File: src/design/dpd_pkg.sv
// Shared types, constants and helpers for the debug packet deframer.
// No dependencies.
package dpd_pkg;

  localparam int unsigned BUFFER_BYTES_DEF = 512;
  localparam int unsigned IDX_W            = 9;
  localparam int unsigned MAX_RES          = 4;

  // Framing characters
  localparam logic [7:0] CH_START = 8'h24;
  localparam logic [7:0] CH_HASH  = 8'h23;
  localparam logic [7:0] CH_ACK   = 8'h2B;
  localparam logic [7:0] CH_NAK   = 8'h2D;
  localparam logic [7:0] CH_COLON = 8'h3A;

  typedef enum logic [1:0] {
    KIND_PAYLOAD = 2'd0,
    KIND_TX      = 2'd1,
    KIND_END     = 2'd2,
    KIND_ABANDON = 2'd3
  } kind_e;

  typedef enum logic [1:0] {
    PH_HUNT    = 2'd0,
    PH_PAYLOAD = 2'd1,
    PH_SUM_HI  = 2'd2,
    PH_SUM_LO  = 2'd3
  } phase_e;

  typedef struct packed {
    kind_e             kind;
    logic [7:0]        data;
    logic [IDX_W-1:0]  idx;
    logic              good;
    logic              seq;
    logic [IDX_W-1:0]  len;
  } res_t;

  // All results caused by one received byte
  typedef struct packed {
    res_t [MAX_RES-1:0] ent;
    logic [2:0]         cnt;
  } burst_t;

  // Hex digit value, or 8'hFF (minus one) when not a hex digit
  function automatic logic [7:0] digit_value(logic [7:0] c);
    logic [7:0] v;
    v = 8'hFF;
    if (c >= 8'h61 && c <= 8'h66) v = c - 8'h61 + 8'd10;
    else if (c >= 8'h30 && c <= 8'h39) v = c - 8'h30;
    else if (c >= 8'h41 && c <= 8'h46) v = c - 8'h41 + 8'd10;
    return v;
  endfunction

endpackage

File: src/design/dpd_parse.sv
// Framing parser: holds the packet state and turns one byte into its results.
// Depends on dpd_pkg.
module dpd_parse #(
  parameter int unsigned BUFFER_BYTES = dpd_pkg::BUFFER_BYTES_DEF
) (
  input  logic            clk_i,
  input  logic            rst_ni,
  input  logic [7:0]      byte_i,
  input  logic            advance_i,
  output dpd_pkg::burst_t burst_o
);

  localparam int unsigned        CNT_W     = $clog2(BUFFER_BYTES);
  localparam logic [CNT_W-1:0]   CNT_LIMIT = CNT_W'(BUFFER_BYTES - 1);

  dpd_pkg::phase_e  phase_q, phase_d;
  logic [7:0]       sum_q, sum_d;
  logic [CNT_W-1:0] cnt_q, cnt_d;
  logic [7:0]       hi_q, hi_d;
  logic [15:0]      seq_q, seq_d;
  logic             colon_q, colon_d;

  logic [CNT_W-1:0]  cnt_inc;
  logic [CNT_W+8:0]  cnt_ext, inc_ext;
  logic [7:0]        dval, sent;
  logic              seq_ok;

  assign cnt_inc = cnt_q + CNT_W'(1);
  assign cnt_ext = (CNT_W + 9)'(cnt_q);
  assign inc_ext = (CNT_W + 9)'(cnt_inc);
  assign dval    = dpd_pkg::digit_value(byte_i);
  assign sent    = hi_q + dval;
  assign seq_ok  = (cnt_q >= CNT_W'(3)) && colon_q;

  // Next state and result list for the byte at the input
  always_comb begin
    phase_d = phase_q;
    sum_d   = sum_q;
    cnt_d   = cnt_q;
    hi_d    = hi_q;
    seq_d   = seq_q;
    colon_d = colon_q;
    burst_o = '0;
    unique case (phase_q)
      dpd_pkg::PH_HUNT: begin
        if (byte_i == dpd_pkg::CH_START) begin
          phase_d = dpd_pkg::PH_PAYLOAD;
          sum_d   = '0;
          cnt_d   = '0;
          hi_d    = '0;
          seq_d   = '0;
          colon_d = 1'b0;
        end
      end
      dpd_pkg::PH_PAYLOAD: begin
        if (byte_i == dpd_pkg::CH_START) begin
          burst_o.ent[0].kind = dpd_pkg::KIND_ABANDON;
          burst_o.ent[0].len  = cnt_ext[8:0];
          burst_o.cnt         = 3'd1;
          sum_d   = '0;
          cnt_d   = '0;
          hi_d    = '0;
          seq_d   = '0;
          colon_d = 1'b0;
        end else if (byte_i == dpd_pkg::CH_HASH) begin
          phase_d = dpd_pkg::PH_SUM_HI;
        end else begin
          sum_d = sum_q + byte_i;
          if (cnt_q == CNT_W'(0)) seq_d[15:8] = byte_i;
          if (cnt_q == CNT_W'(1)) seq_d[7:0]  = byte_i;
          if (cnt_q == CNT_W'(2)) colon_d     = (byte_i == dpd_pkg::CH_COLON);
          cnt_d = cnt_inc;
          burst_o.ent[0].kind = dpd_pkg::KIND_PAYLOAD;
          burst_o.ent[0].data = byte_i;
          burst_o.ent[0].idx  = cnt_ext[8:0];
          burst_o.cnt         = 3'd1;
          // Buffer full: abandon and hunt again
          if (cnt_inc == CNT_LIMIT) begin
            burst_o.ent[1].kind = dpd_pkg::KIND_ABANDON;
            burst_o.ent[1].len  = inc_ext[8:0];
            burst_o.cnt         = 3'd2;
            phase_d             = dpd_pkg::PH_HUNT;
          end
        end
      end
      dpd_pkg::PH_SUM_HI: begin
        hi_d    = {dval[3:0], 4'h0};
        phase_d = dpd_pkg::PH_SUM_LO;
      end
      dpd_pkg::PH_SUM_LO: begin
        phase_d = dpd_pkg::PH_HUNT;
        if (sent == sum_q) begin
          burst_o.ent[0].kind = dpd_pkg::KIND_TX;
          burst_o.ent[0].data = dpd_pkg::CH_ACK;
          if (seq_ok) begin
            burst_o.ent[1].kind = dpd_pkg::KIND_TX;
            burst_o.ent[1].data = seq_q[15:8];
            burst_o.ent[2].kind = dpd_pkg::KIND_TX;
            burst_o.ent[2].data = seq_q[7:0];
            burst_o.ent[3].kind = dpd_pkg::KIND_END;
            burst_o.ent[3].good = 1'b1;
            burst_o.ent[3].seq  = 1'b1;
            burst_o.ent[3].len  = cnt_ext[8:0];
            burst_o.cnt         = 3'd4;
          end else begin
            burst_o.ent[1].kind = dpd_pkg::KIND_END;
            burst_o.ent[1].good = 1'b1;
            burst_o.ent[1].len  = cnt_ext[8:0];
            burst_o.cnt         = 3'd2;
          end
        end else begin
          burst_o.ent[0].kind = dpd_pkg::KIND_TX;
          burst_o.ent[0].data = dpd_pkg::CH_NAK;
          burst_o.ent[1].kind = dpd_pkg::KIND_END;
          burst_o.ent[1].len  = cnt_ext[8:0];
          burst_o.cnt         = 3'd2;
        end
      end
      default: phase_d = dpd_pkg::PH_HUNT;
    endcase
  end

  // Parser state, updated when the byte is taken
  always_ff @(posedge clk_i or negedge rst_ni) begin
    if (!rst_ni) begin
      phase_q <= dpd_pkg::PH_HUNT;
      sum_q   <= '0;
      cnt_q   <= '0;
      hi_q    <= '0;
      seq_q   <= '0;
      colon_q <= 1'b0;
    end else if (advance_i) begin
      phase_q <= phase_d;
      sum_q   <= sum_d;
      cnt_q   <= cnt_d;
      hi_q    <= hi_d;
      seq_q   <= seq_d;
      colon_q <= colon_d;
    end
  end

endmodule

File: src/design/dpd_burst.sv
// Result register: holds the results of one byte and hands them out one per transfer.
// Depends on dpd_pkg.
module dpd_burst (
  input  logic            clk_i,
  input  logic            rst_ni,
  input  logic            load_i,
  input  dpd_pkg::burst_t burst_i,
  output logic            free_o,
  output logic            m_axis_tvalid,
  input  logic            m_axis_tready,
  output logic [31:0]     m_axis_tdata,  // out_byte[7:0], payload_index[16:8], payload_length[25:17]
  output logic [3:0]      m_axis_tuser,  // out_kind[1:0], end_good[2], has_sequence[3]
  output logic            m_axis_tlast
);

  dpd_pkg::res_t [dpd_pkg::MAX_RES-1:0] ent_q;
  logic [2:0] cnt_q;
  logic [1:0] ptr_q;
  logic       valid_q;
  logic       at_last;
  logic       take;
  dpd_pkg::res_t cur;

  assign cur     = ent_q[ptr_q];
  assign at_last = (({1'b0, ptr_q} + 3'd1) == cnt_q);
  assign take    = valid_q && m_axis_tready;
  assign free_o  = !valid_q || (take && at_last);

  assign m_axis_tvalid = valid_q;
  assign m_axis_tlast  = at_last;
  assign m_axis_tdata  = {6'b0, cur.len, cur.idx, cur.data};
  assign m_axis_tuser  = {cur.seq, cur.good, cur.kind};

  // Control: pointer walks the held results
  always_ff @(posedge clk_i or negedge rst_ni) begin
    if (!rst_ni) begin
      valid_q <= 1'b0;
      ptr_q   <= '0;
      cnt_q   <= '0;
    end else if (load_i) begin
      valid_q <= 1'b1;
      ptr_q   <= '0;
      cnt_q   <= burst_i.cnt;
    end else if (take) begin
      if (at_last) valid_q <= 1'b0;
      else         ptr_q   <= ptr_q + 2'd1;
    end
  end

  // Payload
  always_ff @(posedge clk_i) begin
    if (load_i) ent_q <= burst_i.ent;
  end

endmodule

File: src/design/debug_packet_deframer.sv
// Debug packet deframer:
//   s_axis carries received link bytes (tdata = rx_byte).
//   m_axis carries results: tuser gives the kind (payload byte, byte to send,
//   packet end, packet abandoned) with the end flags, tlast marks the final
//   result caused by one received byte.
// Path: a byte is registered in the input register on transfer, parsed from there,
//   and its results are loaded into the result register that drives m_axis.
// Throughput: one byte per cycle. A byte that closes a packet gives up to four
//   results, sent one per cycle from the result register; the next byte with
//   results waits until the last of them is taken. Bytes without results
//   (hunting, '#', first checksum digit) never wait on the output.
// Reset: the parser returns to hunting for '$' with all sums and counts cleared;
//   both registers are emptied.
// Stall: while m_axis_tready is low the current result holds, the next byte with
//   results is held in the input register, and s_axis_tready then drops.
// Depends on dpd_pkg, dpd_parse, dpd_burst.
module debug_packet_deframer #(
  parameter int unsigned BUFFER_BYTES = dpd_pkg::BUFFER_BYTES_DEF
) (
  input  logic        clk_i,
  input  logic        rst_ni,
  input  logic        s_axis_tvalid,
  output logic        s_axis_tready,
  input  logic [7:0]  s_axis_tdata,   // rx_byte[7:0]
  output logic        m_axis_tvalid,
  input  logic        m_axis_tready,
  output logic [31:0] m_axis_tdata,   // out_byte[7:0], payload_index[16:8], payload_length[25:17]
  output logic [3:0]  m_axis_tuser,   // out_kind[1:0], end_good[2], has_sequence[3]
  output logic        m_axis_tlast
);

  logic            in_valid_q;
  logic [7:0]      in_byte_q;
  logic            consume;
  logic            free;
  dpd_pkg::burst_t burst;

  // A byte leaves the input register when its results fit in the result register
  assign consume       = in_valid_q && ((burst.cnt == 3'd0) || free);
  assign s_axis_tready = !in_valid_q || consume;

  // Input register
  always_ff @(posedge clk_i or negedge rst_ni) begin
    if (!rst_ni) begin
      in_valid_q <= 1'b0;
    end else if (s_axis_tvalid && s_axis_tready) begin
      in_valid_q <= 1'b1;
    end else if (consume) begin
      in_valid_q <= 1'b0;
    end
  end

  always_ff @(posedge clk_i) begin
    if (s_axis_tvalid && s_axis_tready) in_byte_q <= s_axis_tdata;
  end

  dpd_parse #(
    .BUFFER_BYTES(BUFFER_BYTES)
  ) u_parse (
    .clk_i    (clk_i),
    .rst_ni   (rst_ni),
    .byte_i   (in_byte_q),
    .advance_i(consume),
    .burst_o  (burst)
  );

  dpd_burst u_burst (
    .clk_i        (clk_i),
    .rst_ni       (rst_ni),
    .load_i       (consume && (burst.cnt != 3'd0)),
    .burst_i      (burst),
    .free_o       (free),
    .m_axis_tvalid(m_axis_tvalid),
    .m_axis_tready(m_axis_tready),
    .m_axis_tdata (m_axis_tdata),
    .m_axis_tuser (m_axis_tuser),
    .m_axis_tlast (m_axis_tlast)
  );

endmodule

File: config.mk
export PLATFORM = sky130hd
export DESIGN_NAME = debug_packet_deframer
export DESIGN_NICKNAME = d
export VERILOG_FILES = /design/src/design/dpd_pkg.sv /design/src/design/dpd_parse.sv /design/src/design/dpd_burst.sv /design/src/design/debug_packet_deframer.sv
export SDC_FILE = /design/constraint.sdc
export NUM_CORES = 1
export LEC_CHECK = 0
export ABC_AREA = 1
export BUFFER_PORTS_ARGS = -buffer_cell sky130_fd_sc_hd__buf_4
export CORE_MARGIN = 1.5
export CORE_UTILIZATION = 38
export DETAILED_ROUTE_END_ITERATION = 7
export HOLD_SLACK_MARGIN = 0.06
export REMOVE_ABC_BUFFERS = 1
export SETUP_SLACK_MARGIN = 0.1
export SLEW_MARGIN = 5
export SYNTH_ARGS = -nofsm -noshare
export SYNTH_HDL_FRONTEND = slang
export SYNTH_SLANG_ARGS = --single-unit
File: constraint.sdc
create_clock -name clk_i -period 14.1 [get_ports clk_i]
set_clock_uncertainty 0.15 [all_clocks]
set_input_delay 0 -clock clk_i [delete_from_list [all_inputs] [get_ports clk_i]]
set_output_delay 0 -clock clk_i [all_outputs]
set_load 0.02 [all_outputs]
* Yosys cells after proc, flatten, opt, wreduce, memory -nomap -nowiden
Index checks and enable logic that the tools add are counted.
** Word-level totals
- Flip-flop bits (word level) :: 130
- Bits in latches :: 0
- Memory bits (writable) :: 0
- Bits in read-only memories :: 0
- Word-level logic and storage cells :: 162
- Memories :: 0
** Operators by class
- Add/subtract/negate cells :: 10
- Multipliers :: 0
- Divide/modulo/power cells :: 0
- Magnitude comparators :: 8
- Equal/unequal tests :: 20
- Shift operators :: 0
- Multiplexer cells :: 61
- Bitwise operators :: 1
- Reductions and logical operators :: 36
** Operator list (number)
- two-way mux 8 bit :: 8
- binary-select mux 30 bit (select 2 bit) :: 1
- two-way mux 9 bit :: 6
- two-way mux 16 bit :: 3
- case mux 19 bit (2 select lines) :: 1
- case mux 16 bit (2 select lines) :: 1
- case mux 8 bit (2 select lines) :: 2
- two-way mux 2 bit :: 15
- two-way mux 30 bit :: 1
- two-way mux 28 bit :: 1
- equality test 8 x 6 -> 1 bit (second input constant) :: 3
- two-way mux 21 bit :: 1
- two-way mux 19 bit :: 1
- case mux 9 bit (2 select lines) :: 1
- two-way mux 17 bit :: 1
- adder 8 x 4 -> 8 bit (second input constant) :: 2
- adder 8 bit :: 2
- greater-or-equal comparator 8 x 7 -> 1 bit (second input constant) :: 2
- less-or-equal comparator 8 x 7 -> 1 bit (second input constant) :: 2
- subtractor 8 x 7 -> 8 bit (second input constant) :: 2
- AND reduction 5 bit :: 3
- two-way mux 3 bit :: 4
- != test 3 x 1 -> 1 bit (second input constant) :: 4
- two-way mux 1 bit :: 10
- 36 further kinds :: 59

* Longest topological paths before layout
- Depth after elaboration :: 15
- Gate-level depth with buffers :: 30
- Mapped depth without buffers :: 30

* Modules after synthesis
Synthesis repeated with hierarchy kept, for this count alone.
** Unflattened totals
- Cell total of the unflattened synthesis :: 931
- Area, all modules :: 9064.9 µm²
** Modules (own cells, without submodules)
- dpd_burst :: times used 1, cells each 338, area each 4789.6 µm², sequential area each 3753.6 µm²
- dpd_parse :: times used 1, cells each 572, area each 3938.8 µm², sequential area each 1001.0 µm²
- debug_packet_deframer :: times used 1, cells each 21, area each 336.6 µm², sequential area each 265.3 µm²

* Worst setup path before layout
No wires, ideal clock.
- Kind :: reg2reg
- Start :: register in_byte_q[1]
- End :: register u_burst.ent_q[0] in the netlist's numbering (enable)
- Library setup time :: 0.492 ns
- Arrival time :: 5.977 ns
- Setup slack :: 7.481 ns
- Stages on the path, launching flop included :: 27
- Buffers on the path :: 0
- Clock period less this slack :: 6.619 ns
- Cell sequence :: edfxtp_1 -> inv_1 -> ha_1 -> inv_1 -> nor2_1 -> nand2_1 -> nand2_1 -> nand2_1 -> nand3_2 -> nand2_1 -> a32oi_1 -> ha_1 -> fa_1 -> nand2_1 -> nor3b_1 -> nand3_1 -> inv_1 -> nand2_1 -> nor2_1 -> nand3_1 -> nand2_1 -> nand3_2 -> inv_1 -> nand2_1 -> nand2_1 -> nand2_1 -> nor2_1
** RTL lines
- start: declaration :: RTL line debug_packet_deframer.sv:33 : logic [7:0] in_byte_q;
- start signal: assignment :: RTL line debug_packet_deframer.sv:54 : if (s_axis_tvalid && s_axis_tready) in_byte_q <= s_axis_tdata;
- end signal: assignment :: RTL line dpd_burst.sv:52 : if (load_i) ent_q <= burst_i.ent;
- end: declaration :: RTL line dpd_burst.sv:16 : dpd_pkg::res_t [dpd_pkg::MAX_RES-1:0] ent_q;

* Worst setup path in the final report
- Start :: register in_byte_q[1]
- End :: register u_burst.ent_q[32] in the netlist's numbering (enable)
** Between the ends
- Longest elaborated chain between the ends :: 13
- Elaborated cells between the ends (all ways) :: 30
- Those cells by class :: add/sub: 6; order compare: 6; eq/ne: 3; mux: 7; reduce/logical: 8
** Ends and longest elaborated chain
- subtractor 8 x 7 -> 8 bit (tied with other cells) :: RTL line dpd_pkg.sv:51 : else if (c >= 8'h41 && c <= 8'h46) v = c - 8'h41 + 8'd10;
- adder 8 x 4 -> 8 bit / logical AND 1 bit (equally long branches) :: RTL line dpd_pkg.sv:51
- two-way mux 8 bit :: RTL line dpd_pkg.sv:51
- two-way mux 8 bit :: RTL line dpd_pkg.sv:50 : else if (c >= 8'h30 && c <= 8'h39) v = c - 8'h30;
- two-way mux 8 bit :: RTL line dpd_pkg.sv:49 : if (c >= 8'h61 && c <= 8'h66) v = c - 8'h61 + 8'd10;
- adder 8 bit :: RTL line dpd_parse.sv:32 : assign sent = hi_q + dval;
- equality test 8 bit :: RTL line dpd_parse.sv:92 : if (sent == sum_q) begin
- two-way mux 3 bit :: RTL line dpd_parse.sv:92
- case mux 3 bit (2 select lines) * :: RTL line dpd_parse.sv:44 : unique case (phase_q)
- zero test 3 bit :: RTL line debug_packet_deframer.sv:39 : assign consume = in_valid_q && ((burst.cnt == 3'd0) || free);
- logical OR 1 bit :: RTL line debug_packet_deframer.sv:39
- logical AND 1 bit :: RTL line debug_packet_deframer.sv:39
- logical AND 1 bit * :: RTL line debug_packet_deframer.sv:70 : .load_i (consume && (burst.cnt != 3'd0)),
- via u_burst.load_i :: RTL line dpd_burst.sv:6 : input logic load_i,
The timed path passes the listed nets; every way through them passes the cells marked *.
A chain may end at the register's enable or synchronous reset.

==> impl_metrics.py <==
metrics = {
    "outcome": {
        "outcome": "completed",
    },
    "clock_network": {
        "cts_made_buffers": 17,
        "path_clk_slew_ns": 0.06,
        "insertion_delay_ns": 0.42,
        "ctsHoldBuffers": 13,
        "cts_repair_resize_count": 0,
        "cts_tree": "done",
        "clockRootBuffer": "clkbuf_16",
        "cts_buffer_depth": 2,
        "post_cts_buffers": 0,
        "cts_htree_levels": 4,
        "clock-sinks": 121,
    },
    "die": {
        "start_util_pct": 39.0,
        "die_w_um": 136,
        "io_pins": 51,
        "fp.dieH_um": 136,
        "num_rows": 48,
        "core_um2": 17400,
        "die_area_um2": 18600,
    },
    "power": {
        "switchingPower_mw": 0.618,
        "leakagePower_nw": 3.74,
        "p_comb_share_pct": 36.8,
        "p_int_mw": 1.02,
        "power.density_nw_per_um2": 202,
        "ir_worst_vdd_mv": 0.121,
        "swShare_pct": 37.8,
        "pwr-share-clk_pct": 29.7,
        "pwr-share-seq_pct": 33.5,
    },
    "layout": {
        "fin_nets": 904,
        "drive_gt1_share_pct": 12.1,
        "area_growth_pct": 19.5,
        "n_antenna_cell": 0,
        "fin_area_um2": 8080,
        "utilization_pct": 46.6,
    },
    "synth": {
        "ys_warn_count": 0,
        "async_flop_share_pct": 38.8,
        "ys_seq_elements": 121,
        "synth_edf_count": 74,
        "syn_area_um2": 6770,
        "yosys.area.top_type": "edfxtp_1",
        "synth_cells": 807,
        "synth_seq_area_share_pct": 50.2,
        "synth.top_cell.area_share_pct": 32.8,
        "synth_common_cells": "nand2_1, nor2_1, inv_1",
        "synth_cell_types": 39,
        "avgSynthCellArea_um2": 8.38,
        "synthFlopType": "edfxtp_1",
        "synth_most_common_cell": "nand2_1",
        "synth_area_leaders": "edfxtp_1, dfrtp_1, nand2_1",
    },
    "worst_hold_path": {
        "hp-class": "in -> reg",
        "hold_start": "s_axis_tdata[4]",
    },
    "timing": {
        "grt_setup_unrepaired": "no",
        "slew_viol_final": 0,
        "tightestPinTransition_ns": 0.986,
        "period_minus_slack_ns": 5.62,
        "whs_ns": 0.149,
        "tns_ns": 0,
        "slew_headroom_pct": 34.3,
        "setup_viol": 0,
        "finalHoldViolCount": 0,
        "fmax_mhz": 178,
        "final.period_utilization_pct": 39.9,
    },
    "routing": {
        "dr.first_iter.drc_count": 409,
        "post_drt_wl_per_cell_um": 14.5,
        "vias": 5399,
        "drt-vias-per-instance": 4.89,
        "drc": 0,
        "postRouteAntennaNets": 0,
        "routed_wl_um": 16000,
        "dr.pass1.iters": 5,
    },
    "grt": {
        "grt_pass1_wl_um": 25900,
        "grt_pass1_vias": 5013,
        "gr-total-overflow": 0,
        "grt_usage_pct": 18.3,
        "grt_antenna_before_repair": 0,
        "grt_max_degree": 48,
    },
    "placed_design": {
        "portBuffers": 44,
        "gp_congestion": 0.869,
        "dpl.hpwl_um": 11000,
        "placed_area_um2": 7280,
    },
    "critical_path": {
        "arrival_ns": 5.53,
        "critPathKind": "reg -> reg",
        "cp.required_ns": 14.00,
        "r2r_start": "in_byte_q[1]$_DFFE_PP_",
        "worst_setup_path_start_kind": "flip-flop",
        "startpoint": "in_byte_q[1]$_DFFE_PP_",
        "cp_max_fo": 40,
        "end_kind": "flip-flop",
    },
    "job": {
        "cap_viol_max_count": 0,
    },
}
## layout by cell type, fill, tap and decap left out, types with 2 or more instances in the layout
| master | instances |
|---|---|
| o21ai_0 | 18 |
| nand4_1 | 8 |
| dlygate4sd3_1 | 12 |
| nand3_1 | 77 |
| ha_1 | 24 |
| clkinv_1 | 5 |
| nand3_2 | 3 |
| bufinv_16 | 6 |
| xnor2_1 | 6 |
| inv_2 | 5 |
| nor2_4 | 3 |
| a21oi_1 | 11 |
| clkbuf_1 | 2 |
| inv_1 | 100 |
| fa_1 | 2 |
| clkinv_2 | 3 |
| edfxtp_1 | 74 |
| nor4_1 | 2 |
| conb_1 | 6 |
| nand2_1 | 208 |
| nor2_1 | 114 |
| o211ai_1 | 20 |
| nand2_2 | 5 |
| buf_4 | 49 |
| xor2_1 | 13 |
| a211oi_1 | 4 |
| o21ai_1 | 2 |
| clkbuf_16 | 17 |
| nor3_1 | 5 |
| dfrtp_1 | 47 |
| nor2_2 | 4 |
| or2_2 | 5 |
| nand3b_1 | 6 |
## routing by layer
metal | global-route usage (%) | wire, um | vias up
met5 | 0 | 0 | -
met4 | 6.80 | 219 | 0
met3 | 3.06 | 534 | 14
li1 | - | - | 2729
met1 | 24.8 | 7680 | 2551
met2 | 29.2 | 7530 | 105
## power groups by stage
stage               clock network, mW  registers [mW]  logic (mW)
floorplan                           0           0.542       0.391
global placement                    0           0.553       0.600
detailed placement                  0           0.555       0.604
CTS                             0.494           0.548       0.609
global route                    0.507           0.561       0.671
finish                          0.487           0.548       0.601
## flip-flops by register name, indices dropped and copies added, names as in the netlist, 2 cells and up, named ones only
register,flops
u_parse.seq_q,16
u_burst.ptr_q,2
u_parse.hi_q,4
u_burst.cnt_q,3
u_parse.cnt_q,9
u_burst.ent_q,66
u_parse.sum_q,8
in_byte_q,8
## through the flow
| stage | setup slack (ns) | power (mW) | cells |
|---|---|---|---|
| 6_report | 8.48 | 1.64 | 1104 |
| 5_1_grt | 8.02 | 1.74 | 1104 |
| 4_1_cts | 8.45 | 1.65 | 1104 |
| 3_5_place_dp | 8.46 | 1.16 | 1059 |
| 3_3_place_gp | 8.63 | 1.15 | 1059 |
| 2_1_floorplan | 7.44 | 0.933 | 785 |
## logic make-up after synthesis
logic type | synth area share (%)
XOR/XNOR | 2.46
buffers and inverters | 8.49
adder cells (fa/ha/maj) | 5.03
flip-flops | 50.2
AO/OA/AOI/OAI | 5.57
other | 0.0554
AND/OR/NAND/NOR | 28.2
## final cells by class
| class | instances | area (um^2) |
|---|---|---|
| Clock buffer | 19 | 433 |
| Clock inverter | 13 | 224 |
| Fill cell | 1713 | 9270 |
| Inverter | 109 | 409 |
| Multi-Input combinational cell | 555 | 2820 |
| Sequential cell | 121 | 3400 |
| Tap cell | 225 | 282 |
| Timing Repair Buffer | 62 | 515 |
## worst max-delay path: stages, from the launching register on
cell,delay [ns]
edfxtp_1,0.49
inv_1,0.21
ha_1,0.23
inv_1,0.05
nor2_1,0.12
nand2_1,0.07
nand2_1,0.06
nand2_1,0.06
nand3_2,0.12
nand2_1,0.11
a32oi_1,0.24
ha_1,0.23
fa_1,0.44
nand2_1,0.08
nor3b_1,0.18
nand3_1,0.16
a21oi_1,0.15
nand2_1,0.08
nor2_2,0.15
nand4_4,0.38
nand2_1,0.23
nor2_2,0.08
nor2_4,0.61
buf_4,0.56
## final timing paths
check / end / cells past startpoint / slack, ns
setup / recovery: u_burst.ent_q[32]$_DFFE_PP_ / 23 / 8.48
hold / removal: in_byte_q[4]$_DFFE_PP_ / 2 / 0.15
setup reg to reg: u_burst.ent_q[32]$_DFFE_PP_ / 23 / 8.48
hold reg to reg: u_parse.colon_q$_DFFE_PN0P_ / 2 / 0.31
max in group asynchronous: u_burst.cnt_q[1]$_DFFE_PN0P_ / 4 / 13.08
min in group asynchronous: u_parse.sum_q[6]$_DFFE_PN0P_ / 4 / 0.49
(Power assumes the default switching activity.)
